<file path="src/hdl/gdrc_pkg.sv">
package gdrc_pkg;

	localparam int MAP_COLS = 32;
	localparam int MAP_ROWS = 32;
	localparam int FRAC_BITS = 10;

	localparam int MAP_CELLS = MAP_COLS * MAP_ROWS;
	localparam int ADDR_W = $clog2(MAP_CELLS);
	localparam int COL_W = $clog2(MAP_COLS);
	localparam int ROW_W = $clog2(MAP_ROWS);

	localparam int POS_W = 15;
	localparam int DIST_W = 15;
	localparam int IDX_W = 5;
	localparam int ANG_W = 9;

	localparam int DEG_QUARTER = 90;
	localparam int DEG_HALF = 180;
	localparam int DEG_FULL = 360;
	localparam int DEG_W = $clog2(DEG_QUARTER + 1);

	localparam int RECIP_W = FRAC_BITS + 8;
	localparam int LEN_W = RECIP_W + 2;
	localparam int FRAC1_W = FRAC_BITS + 1;
	localparam int MUL_W = FRAC1_W + RECIP_W;
	localparam int PX_W = POS_W + 1;
	localparam int CELL_W = PX_W - FRAC_BITS;
	localparam int MAP_SPAN = (MAP_COLS > MAP_ROWS) ? MAP_COLS : MAP_ROWS;
	localparam int MAP_IDX_W = $clog2(MAP_SPAN + 1);
	localparam int COORD_W = ((CELL_W > MAP_IDX_W) ? CELL_W : MAP_IDX_W) + 3;

	localparam logic [DIST_W-1:0] MAX_DISTANCE_RESET = DIST_W'(15360);
	localparam logic [63:0] PI_Q30 = 64'd3373259426;
	localparam logic [63:0] ONE_Q30 = 64'd1 << 30;
	localparam logic [63:0] RECIP_MAX = (64'd1 << RECIP_W) - 64'd1;
	localparam int RECIP_TOP = 30 + FRAC_BITS;

	localparam logic OP_WRITE = 1'b0;
	localparam logic OP_CAST = 1'b1;

	typedef logic [RECIP_W-1:0] step_rom_t [0:DEG_QUARTER];

	function automatic logic [RECIP_W-1:0] step_len_f(input int unsigned d);
		logic [63:0] x;
		logic [63:0] x2;
		logic [63:0] term;
		logic [63:0] sum;
		logic [63:0] s;
		logic [63:0] rem;
		logic [63:0] q;
		int i;
		x = 64'(d) * PI_Q30 / 64'd180;
		x2 = (x * x) >> 30;
		sum = x;
		term = ((x * x2) >> 30) / 64'd6;
		sum = (sum >= term) ? sum - term : 64'd0;
		term = ((term * x2) >> 30) / 64'd20;
		sum = sum + term;
		term = ((term * x2) >> 30) / 64'd42;
		sum = (sum >= term) ? sum - term : 64'd0;
		term = ((term * x2) >> 30) / 64'd72;
		sum = sum + term;
		term = ((term * x2) >> 30) / 64'd110;
		sum = (sum >= term) ? sum - term : 64'd0;
		term = ((term * x2) >> 30) / 64'd156;
		sum = sum + term;
		term = ((term * x2) >> 30) / 64'd210;
		sum = (sum >= term) ? sum - term : 64'd0;
		s = (sum > ONE_Q30) ? ONE_Q30 : sum;
		if (s == 64'd0) begin
			return RECIP_W'(RECIP_MAX);
		end
		rem = 64'd0;
		q = 64'd0;
		for (i = RECIP_TOP; i >= 0; i--) begin
			rem = {rem[62:0], (i == RECIP_TOP)};
			if (rem >= s) begin
				rem = rem - s;
				q[i] = 1'b1;
			end
		end
		return (q > RECIP_MAX) ? RECIP_W'(RECIP_MAX) : RECIP_W'(q);
	endfunction

	function automatic step_rom_t build_step_rom();
		step_rom_t rom;
		for (int d = 0; d <= DEG_QUARTER; d++) begin
			rom[d] = step_len_f(d);
		end
		return rom;
	endfunction

	localparam step_rom_t STEP_ROM = build_step_rom();

endpackage

</file>
<file path="src/hdl/grid_dda_ray_cast.sv">
// Grid ray caster over a one-bit wall map, walked cell edge to cell edge.
// Command channel (cmd_valid, cmd_stall): operation 0 writes wall_bit into the
// map cell (cell_col, cell_row) with no result; operation 1 casts a ray from
// (start_x, start_y) at angle_deg and returns one result item.
// Result channel (res_valid, res_stall): hit_distance, hit_found, hit_col and
// hit_row, held in an output register until the receiver takes them.
// A cast walks the cell edges it crosses; each step does the edge compare and
// add in ST_STEP and checks the registered map read in ST_CHECK. With the
// reset cap of 15 cells a cast crosses under about 25 cell edges. The block
// takes one item at a time and stalls the command channel while a cast is in
// flight.
// A finished result waits in the output register while the receiver stalls, and
// the next command is accepted meanwhile; a later cast waits at its end until
// the register is free.
// After reset the block clears the 1024-cell map, one cell a cycle, stalling
// cmd_stall until done. max_distance resets to 15 cells; the user must write it
// through cfg_wr_en and cfg_wr_data only while idle, which is not checked.
module grid_dda_ray_cast (
	input  logic                        clk,
	input  logic                        arst_n,
	input  logic                        cfg_wr_en,
	input  logic [gdrc_pkg::DIST_W-1:0] cfg_wr_data,
	input  logic                        cmd_valid,
	output logic                        cmd_stall,
	input  logic                        operation,
	input  logic [gdrc_pkg::IDX_W-1:0]  cell_col,
	input  logic [gdrc_pkg::IDX_W-1:0]  cell_row,
	input  logic                        wall_bit,
	input  logic [gdrc_pkg::POS_W-1:0]  start_x,
	input  logic [gdrc_pkg::POS_W-1:0]  start_y,
	input  logic [gdrc_pkg::ANG_W-1:0]  angle_deg,
	output logic                        res_valid,
	input  logic                        res_stall,
	output logic [gdrc_pkg::DIST_W-1:0] hit_distance,
	output logic                        hit_found,
	output logic [gdrc_pkg::IDX_W-1:0]  hit_col,
	output logic [gdrc_pkg::IDX_W-1:0]  hit_row
);
	import gdrc_pkg::*;

	typedef enum logic [7:0] {
		ST_CLEAR  = 8'b0000_0001,
		ST_IDLE   = 8'b0000_0010,
		ST_PREP   = 8'b0000_0100,
		ST_MULX   = 8'b0000_1000,
		ST_MULY   = 8'b0001_0000,
		ST_STEP   = 8'b0010_0000,
		ST_CHECK  = 8'b0100_0000,
		ST_FINISH = 8'b1000_0000
	} state_t;

	state_t state_q, state_d;

	logic [DIST_W-1:0] max_q;
	logic [ADDR_W-1:0] clr_q;
	logic              res_valid_q;

	logic              mem [0:MAP_CELLS-1];
	logic              rd_q;
	logic              mem_we;
	logic [ADDR_W-1:0] mem_waddr;
	logic              mem_wdata;
	logic [ADDR_W-1:0] rd_addr;

	logic                        cmd_accept;
	logic                        wr_in_map;
	logic [ANG_W-1:0]            ang_in;
	logic [PX_W-1:0]             px_in, py_in;

	logic [ANG_W-1:0]            ang_q;
	logic signed [COORD_W-1:0]   mx_q, my_q;
	logic [FRAC_BITS-1:0]        fracx_q, fracy_q;
	logic                        negx_q, negy_q;
	logic [RECIP_W-1:0]          ux_q, uy_q;
	logic [LEN_W-1:0]            lenx_q, leny_q, t_q;
	logic                        inmap_q;
	logic                        hit_q;

	logic [ANG_W-1:0]            ang_r;
	logic [DEG_W-1:0]            cdeg, sdeg;

	logic [FRAC1_W-1:0]          mul_a;
	logic [RECIP_W-1:0]          mul_b;
	logic [MUL_W-1:0]            mul_p;
	logic [LEN_W-1:0]            mul_len;

	logic                        step_x;
	logic signed [COORD_W-1:0]   mx_nx, my_nx;
	logic                        inmap_nx;
	logic                        hit_now;
	logic                        walk_done;
	logic                        res_load;

	logic [DIST_W-1:0]           dist_out;
	logic                        found_out;

	logic [DIST_W-1:0]           hit_distance_q;
	logic                        hit_found_q;
	logic [IDX_W-1:0]            hit_col_q, hit_row_q;

	assign cmd_stall  = (state_q != ST_IDLE);
	assign cmd_accept = cmd_valid && !cmd_stall;

	assign wr_in_map = (32'(cell_col) < MAP_COLS) && (32'(cell_row) < MAP_ROWS);

	assign ang_in = (angle_deg >= ANG_W'(DEG_FULL)) ? angle_deg - ANG_W'(DEG_FULL) : angle_deg;
	assign px_in  = PX_W'(start_x) + PX_W'(1 << (FRAC_BITS - 1));
	assign py_in  = PX_W'(start_y) + PX_W'(1 << (FRAC_BITS - 1));

	always_comb begin
		ang_r = (ang_q >= ANG_W'(DEG_HALF)) ? ang_q - ANG_W'(DEG_HALF) : ang_q;
		if (ang_r <= ANG_W'(DEG_QUARTER)) begin
			cdeg = DEG_W'(ANG_W'(DEG_QUARTER) - ang_r);
			sdeg = DEG_W'(ang_r);
		end else begin
			cdeg = DEG_W'(ang_r - ANG_W'(DEG_QUARTER));
			sdeg = DEG_W'(ANG_W'(DEG_HALF) - ang_r);
		end
	end

	always_comb begin
		if (state_q == ST_MULX) begin
			mul_a = negx_q ? FRAC1_W'(fracx_q) : FRAC1_W'(1 << FRAC_BITS) - FRAC1_W'(fracx_q);
			mul_b = ux_q;
		end else begin
			mul_a = negy_q ? FRAC1_W'(fracy_q) : FRAC1_W'(1 << FRAC_BITS) - FRAC1_W'(fracy_q);
			mul_b = uy_q;
		end
		mul_p   = MUL_W'(mul_a) * MUL_W'(mul_b);
		mul_len = LEN_W'(mul_p >> FRAC_BITS);
	end

	always_comb begin
		step_x = (lenx_q < leny_q);
		mx_nx  = mx_q;
		my_nx  = my_q;
		if (step_x) begin
			mx_nx = negx_q ? mx_q - COORD_W'(1) : mx_q + COORD_W'(1);
		end else begin
			my_nx = negy_q ? my_q - COORD_W'(1) : my_q + COORD_W'(1);
		end
		inmap_nx = !mx_nx[COORD_W-1] && !my_nx[COORD_W-1]
			&& (mx_nx < $signed(COORD_W'(MAP_COLS)))
			&& (my_nx < $signed(COORD_W'(MAP_ROWS)));
		rd_addr = ADDR_W'(my_nx[ROW_W-1:0]) * ADDR_W'(MAP_COLS) + ADDR_W'(mx_nx[COL_W-1:0]);
	end

	assign hit_now   = inmap_q && rd_q;
	assign walk_done = hit_now || (t_q > LEN_W'(max_q));
	assign res_load  = (state_q == ST_FINISH) && (!res_valid_q || !res_stall);

	assign found_out = hit_q && (t_q <= LEN_W'(max_q));
	assign dist_out  = (t_q < LEN_W'(max_q)) ? DIST_W'(t_q) : max_q;

	always_comb begin
		mem_we    = 1'b0;
		mem_waddr = clr_q;
		mem_wdata = 1'b0;
		if (state_q == ST_CLEAR) begin
			mem_we = 1'b1;
		end else if (cmd_accept && (operation == OP_WRITE) && wr_in_map) begin
			mem_we    = 1'b1;
			mem_waddr = ADDR_W'(cell_row) * ADDR_W'(MAP_COLS) + ADDR_W'(cell_col);
			mem_wdata = wall_bit;
		end
	end

	always_ff @(posedge clk) begin
		if (mem_we) begin
			mem[mem_waddr] <= mem_wdata;
		end
		if (state_q == ST_STEP) begin
			rd_q <= mem[rd_addr];
		end
	end

	always_comb begin
		state_d = state_q;
		case (state_q)
			ST_CLEAR: begin
				if (clr_q == ADDR_W'(MAP_CELLS - 1)) begin
					state_d = ST_IDLE;
				end
			end
			ST_IDLE: begin
				if (cmd_accept && (operation == OP_CAST)) begin
					state_d = ST_PREP;
				end
			end
			ST_PREP:   state_d = ST_MULX;
			ST_MULX:   state_d = ST_MULY;
			ST_MULY:   state_d = ST_STEP;
			ST_STEP:   state_d = ST_CHECK;
			ST_CHECK:  state_d = walk_done ? ST_FINISH : ST_STEP;
			ST_FINISH: begin
				if (res_load) begin
					state_d = ST_IDLE;
				end
			end
			default:   state_d = ST_IDLE;
		endcase
	end

	always_ff @(posedge clk or negedge arst_n) begin
		if (!arst_n) begin
			state_q     <= ST_CLEAR;
			clr_q       <= '0;
			max_q       <= MAX_DISTANCE_RESET;
			res_valid_q <= 1'b0;
		end else begin
			state_q <= state_d;
			if (state_q == ST_CLEAR) begin
				clr_q <= clr_q + ADDR_W'(1);
			end
			if (cfg_wr_en) begin
				max_q <= cfg_wr_data;
			end
			if (res_load) begin
				res_valid_q <= 1'b1;
			end else if (!res_stall) begin
				res_valid_q <= 1'b0;
			end
		end
	end

	always_ff @(posedge clk) begin
		case (state_q)
			ST_IDLE: begin
				ang_q   <= ang_in;
				mx_q    <= $signed(COORD_W'(px_in[PX_W-1:FRAC_BITS]));
				my_q    <= $signed(COORD_W'(py_in[PX_W-1:FRAC_BITS]));
				fracx_q <= px_in[FRAC_BITS-1:0];
				fracy_q <= py_in[FRAC_BITS-1:0];
				t_q     <= '0;
				hit_q   <= 1'b0;
			end
			ST_PREP: begin
				negx_q <= (ang_q > ANG_W'(DEG_QUARTER)) && (ang_q < ANG_W'(DEG_FULL - DEG_QUARTER));
				negy_q <= (ang_q != '0) && (ang_q < ANG_W'(DEG_HALF));
				ux_q   <= STEP_ROM[cdeg];
				uy_q   <= STEP_ROM[sdeg];
			end
			ST_MULX: begin
				lenx_q <= mul_len;
			end
			ST_MULY: begin
				leny_q <= mul_len;
			end
			ST_STEP: begin
				mx_q    <= mx_nx;
				my_q    <= my_nx;
				inmap_q <= inmap_nx;
				if (step_x) begin
					t_q    <= lenx_q;
					lenx_q <= lenx_q + LEN_W'(ux_q);
				end else begin
					t_q    <= leny_q;
					leny_q <= leny_q + LEN_W'(uy_q);
				end
			end
			ST_CHECK: begin
				hit_q <= hit_now;
			end
			default: begin
			end
		endcase
		if (res_load) begin
			hit_distance_q <= dist_out;
			hit_found_q    <= found_out;
			hit_col_q      <= found_out ? IDX_W'(mx_q[COL_W-1:0]) : '0;
			hit_row_q      <= found_out ? IDX_W'(my_q[ROW_W-1:0]) : '0;
		end
	end

	assign res_valid    = res_valid_q;
	assign hit_distance = hit_distance_q;
	assign hit_found    = hit_found_q;
	assign hit_col      = hit_col_q;
	assign hit_row      = hit_row_q;

endmodule
</file>
<file path="config.mk">
export PLATFORM = sky130hd
export DESIGN_NAME = grid_dda_ray_cast
export DESIGN_NICKNAME = d
export VERILOG_FILES = /design/src/hdl/gdrc_pkg.sv /design/src/hdl/grid_dda_ray_cast.sv
export SDC_FILE = /design/constraint.sdc
export NUM_CORES = 2
export LEC_CHECK = 0
export BUFFER_PORTS_ARGS = -buffer_cell sky130_fd_sc_hd__buf_2
export CELL_PAD_IN_SITES_DETAIL_PLACEMENT = 0
export CELL_PAD_IN_SITES_GLOBAL_PLACEMENT = 1
export CORE_ASPECT_RATIO = 0.8
export CORE_MARGIN = 10
export CORE_UTILIZATION = 30
export CTS_CLUSTER_SIZE = 10
export DETAILED_ROUTE_END_ITERATION = 8
export MAX_ROUTING_LAYER = met4
export PLACE_DENSITY = 0.58
export SLEW_MARGIN = 20
export SYNTH_ARGS = -nofsm -noshare
export SYNTH_HDL_FRONTEND = slang
export SYNTH_SLANG_ARGS = --single-unit
</file>
<file path="constraint.sdc">
create_clock -name clk -period 42.5 [get_ports clk]
set_input_delay 2.125 -clock clk [delete_from_list [all_inputs] [get_ports clk]]
set_output_delay 2.125 -clock clk [all_outputs]
set_load 0.02 [all_outputs]
</file>
==> flow_results.org <==
** Min path
- The tightest min-delay check is of the flop to flop type.

** Final layout
- Count of non-filler cells in the finished layout :: approximately 10,000
- In the final design database the tool counted 7,437 nets.
- Share of layout cells above drive strength 1 :: 0.0972
- Layout-stage area growth over the synthesis result :: 11.5%
- Post-Route Utilization :: 0.337

** Synth
- After synthesis, the largest family of logic cells by area is simple AND/OR/NAND/NOR gates.
- Post-synthesis sequential area ratio :: 0.498
- Fraction of synthesized area in multiplexers :: 0.0736
- In the synthesized netlist, the number of instances is between 7,000 and 8,000.
- Flops & latches, synth :: roughly 1,200
- The netlist uses 98 different library cells.
- In the synthesized netlist the dominant register cell turns out to be sky130_fd_sc_hd__edfxtp_1.
- Adder-cell share of the synthesized area :: 0.0691
- After synthesis the cells add up to about 0.074 mm².
- The complex-gate fraction of the synthesized area came to 0.136.
- Of the total synthesized cell area, the portion taken by XOR and XNOR cells is 0.0153.
- Avg Synthesized Cell Area :: just over 10 µm²
- Async set-reset flop share out of synthesis :: 0.0276
- Number of enable-type register cells in the synthesized netlist :: ~1,200
- Of all cell types, the one taking the most synthesized area is sky130_fd_sc_hd__edfxtp_1.
- The Yosys step of the flow raised 0 warnings.
- Leading post-synthesis cells by cell area :: sky130_fd_sc_hd__edfxtp_1, sky130_fd_sc_hd__nor2_1, sky130_fd_sc_hd__mux2i_1
- Most frequent cells after synthesis :: sky130_fd_sc_hd__nor2_1, sky130_fd_sc_hd__edfxtp_1, sky130_fd_sc_hd__nand2_1
- Of the total synthesized cell area, the portion taken by AND, OR, NAND and NOR gates is 0.161.
- Synthesis produced a netlist with a net count of ~7,600.
- The share of synthesized area in the top cell type comes to 0.486.
- Most instantiated library cell after synthesis :: sky130_fd_sc_hd__nor2_1

** Setup path
- Required time of the critical path :: roughly 43 ns
- Most frequent cell on the critical path :: sky130_fd_sc_hd__fa_1
- Element type at the critical path end :: flop
- Kind of cell with the highest combined delay on the critical path :: adder cells
- Crit path launch type :: flop
- Among all stages on the critical path, the largest delay is contributed by sky130_fd_sc_hd__fa_1.
- The setup check on the worst reg-to-reg path leaves a slack of approximately 34 ns.
- Worst path max stage delay :: about 0.57 ns
- Crit path DAT :: between 8 and 9 ns
- The critical path in this run is classified as flop to flop.
- Number of buffers and inverters on the critical path :: 5
- Crit-path max FO :: 46

** Global route
- Largest net degree at the start of global routing :: about 240
- Total gr overflow :: 0
- Number of global-route vias before repair :: ~56,000
- Global-route usage over all layers :: 0.208
- The initial antenna violation count was 14.
- The first global-routing pass estimated roughly 410,000 µm of wire.

** Place
- Port buffering added slightly below 100 buffers.
- Gp weighted congestion :: 0.868
- Once placement completed, the tool counted placed cells totaling 10,166.
- Once detailed placement completed, the half-perimeter wirelength came to 178,000 µm.

** Timing
- The clock arrives with 0.114 ns of skew.
- Final hold viol count :: 0
- Worst slew margin relative to its limit :: 0.115
- The routed design could run at a clock period as short as 8.47 ns.
- Of the available clock period, the critical path in the final layout requires 0.199.
- For the pin with the worst max-slew slack, the measured transition is between 1 and 1.5 ns.
- Finish-stage setup viols :: 0
- Setup repair after global routing missed its margin :: no
- The max-slew violation count is 0.
- Derived from the worst setup path, the maximum achievable clock frequency is roughly 120 MHz.
- Adding up every negative setup slack in the final design gives 0 ns.

** Clock tree
- TritonCTS built the clock tree.
- For this design, the CTS-stage hold fixing added 0 buffers.
- Clock-pin slew was measured on the worst setup and hold paths at about 0.05 ns.
- The later pin in the worst-skew pair is clocked with a latency of around 0.87 ns.
- In this run the post-CTS setup repair buffer count came out at 0.
- Num CTS Buffers :: 157
- The tree is rooted in a sky130_fd_sc_hd__clkbuf_16.
- The clock net in this run drives a total of around 1,200 sinks.
- The H-tree generated during clock tree synthesis spans 4 levels.
- Cts repair resizes :: 0
- Max Root-Sink Buffers :: 4

** Floorplanning
- The floorplan step set the die width to about 570 µm.
- For this configuration, the core starts out at a cell density of 0.302.
- The floorplan step set the die height to around 460 µm.
- Die Outline Area :: 0.267 mm²
- In this run the standard cell core region covers 0.244 mm².
- Count of pins on the block boundary :: 99
- The floorplan has approximately 160 rows.

** Routing
- Post-detailed-route count of antenna-violating nets :: 0
- For this run, design rule violations remaining after detail routing come to 0.
- Via-to-Cell Ratio :: approximately 5.7
- Count of vias placed by the detailed router :: 59,338
- The final layout contains routed wiring with a total length of between 200,000 and 300,000 µm.
- For this run, the detailed router's first-pass iteration total came to 6.
- The first routing iteration left 6,912 violations.
- After detailed routing, the average wire length per cell comes to 27.2 µm.

** Run
- The tool flagged a number of max-cap violations equal to 0.

** Outcome
- The flow ran to the end, and the final reports show no timing, DRC or antenna violations.
worst register-to-register path, delay by kind of cell, from the launching register on:
family                     cells  cell delay [ns]
xor gates and xnor gates       1             0.11
DFF                            1             0.39
muxes                          1             0.28
AOI/OAI and AO/OA              8             2.02
and+or+nand+nor                7             1.51
buffers and inverters          5             1.11
adders and majority gates      6             2.79
final timing paths:
check / start / to / depth (start not counted)
max in group asynchronous: arst_n / clr_q[0] / 2
setup reg to reg: state_q[0] / lenx_q[18] / 28
min in group asynchronous: arst_n / max_q[0] / 2
setup / recovery: state_q[0] / lenx_q[18] / 28
hold / removal: clr_q[8] / clr_q[8] / 1
hold reg to reg: clr_q[8] / clr_q[8] / 1
cell usage in the layout, fill, tap and decap left out, drive strengths merged, types with 176 or more instances in the layout:
cell type and n:
a21oi 275, buf 280, clkbuf 203, edfxtp 1196, ha 176, inv 253
mux2i 314, nand2 627, nand3 255, nor2 1358, o21ai 280
cell type report:
class | count | area (µm²)
sequential | 1230 | 36800
tap | 3280 | 4100
timing repair buffer | 280 | 1940
fill | 24893 | 162000
clock buffer | 203 | 4200
antenna | 15 | 37.5
inverter | 249 | 937
clock inverter | 21 | 210
multi-input combinational | 5127 | 34200
through the flow:
| stage | worst slack [ns] | hold WS (ns) | cell area, µm² |
|---|---|---|---|
| global placement | 34.24 | 0.511 | 77900 |
| floorplan | 24.10 | 0.486 | 73900 |
| CTS | 34.10 | 0.520 | 82300 |
| global route | 33.56 | 0.546 | 82400 |
| finish | 34.03 | 0.524 | 82400 |
| detailed placement | 34.10 | 0.511 | 77900 |
sequential cells by signal (all words and copies together), names as in the netlist, 5 cells and up:
signal	count
mem	1024
fracx_q	10
ux_q	17
lenx_q	20
mx_q	9
my_q	9
fracy_q	10
max_q	15
state_q	8
hit_col	5
ang_q	9
clr_q	10
hit_row	5
t_q	20
leny_q	20
hit_distance	15
uy_q	17
per-layer routing:
metal	global-route usage	up-vias	part of all wire	wire [µm]
met5	-	-	0	0
met4	0.0574	0	0.030	8550
met3	0.0353	371	0.078	22100
met2	0.306	2466	0.43	123000
met1	0.295	30352	0.46	129000
li1	-	26149	-	-
cells by family after synthesis:
kind of cell,after synthesis
adder cells (fa/ha/maj),321
AO/OA/AOI/OAI,1495
multiplexers,431
flip-flops,1230
AND/OR/NAND/NOR,2753
buffers and inverters,863
XOR/XNOR,127
Power is left out: the tool's default activity adds up to more than one toggle a clock period on the data nets, which glitch-free logic cannot reach.
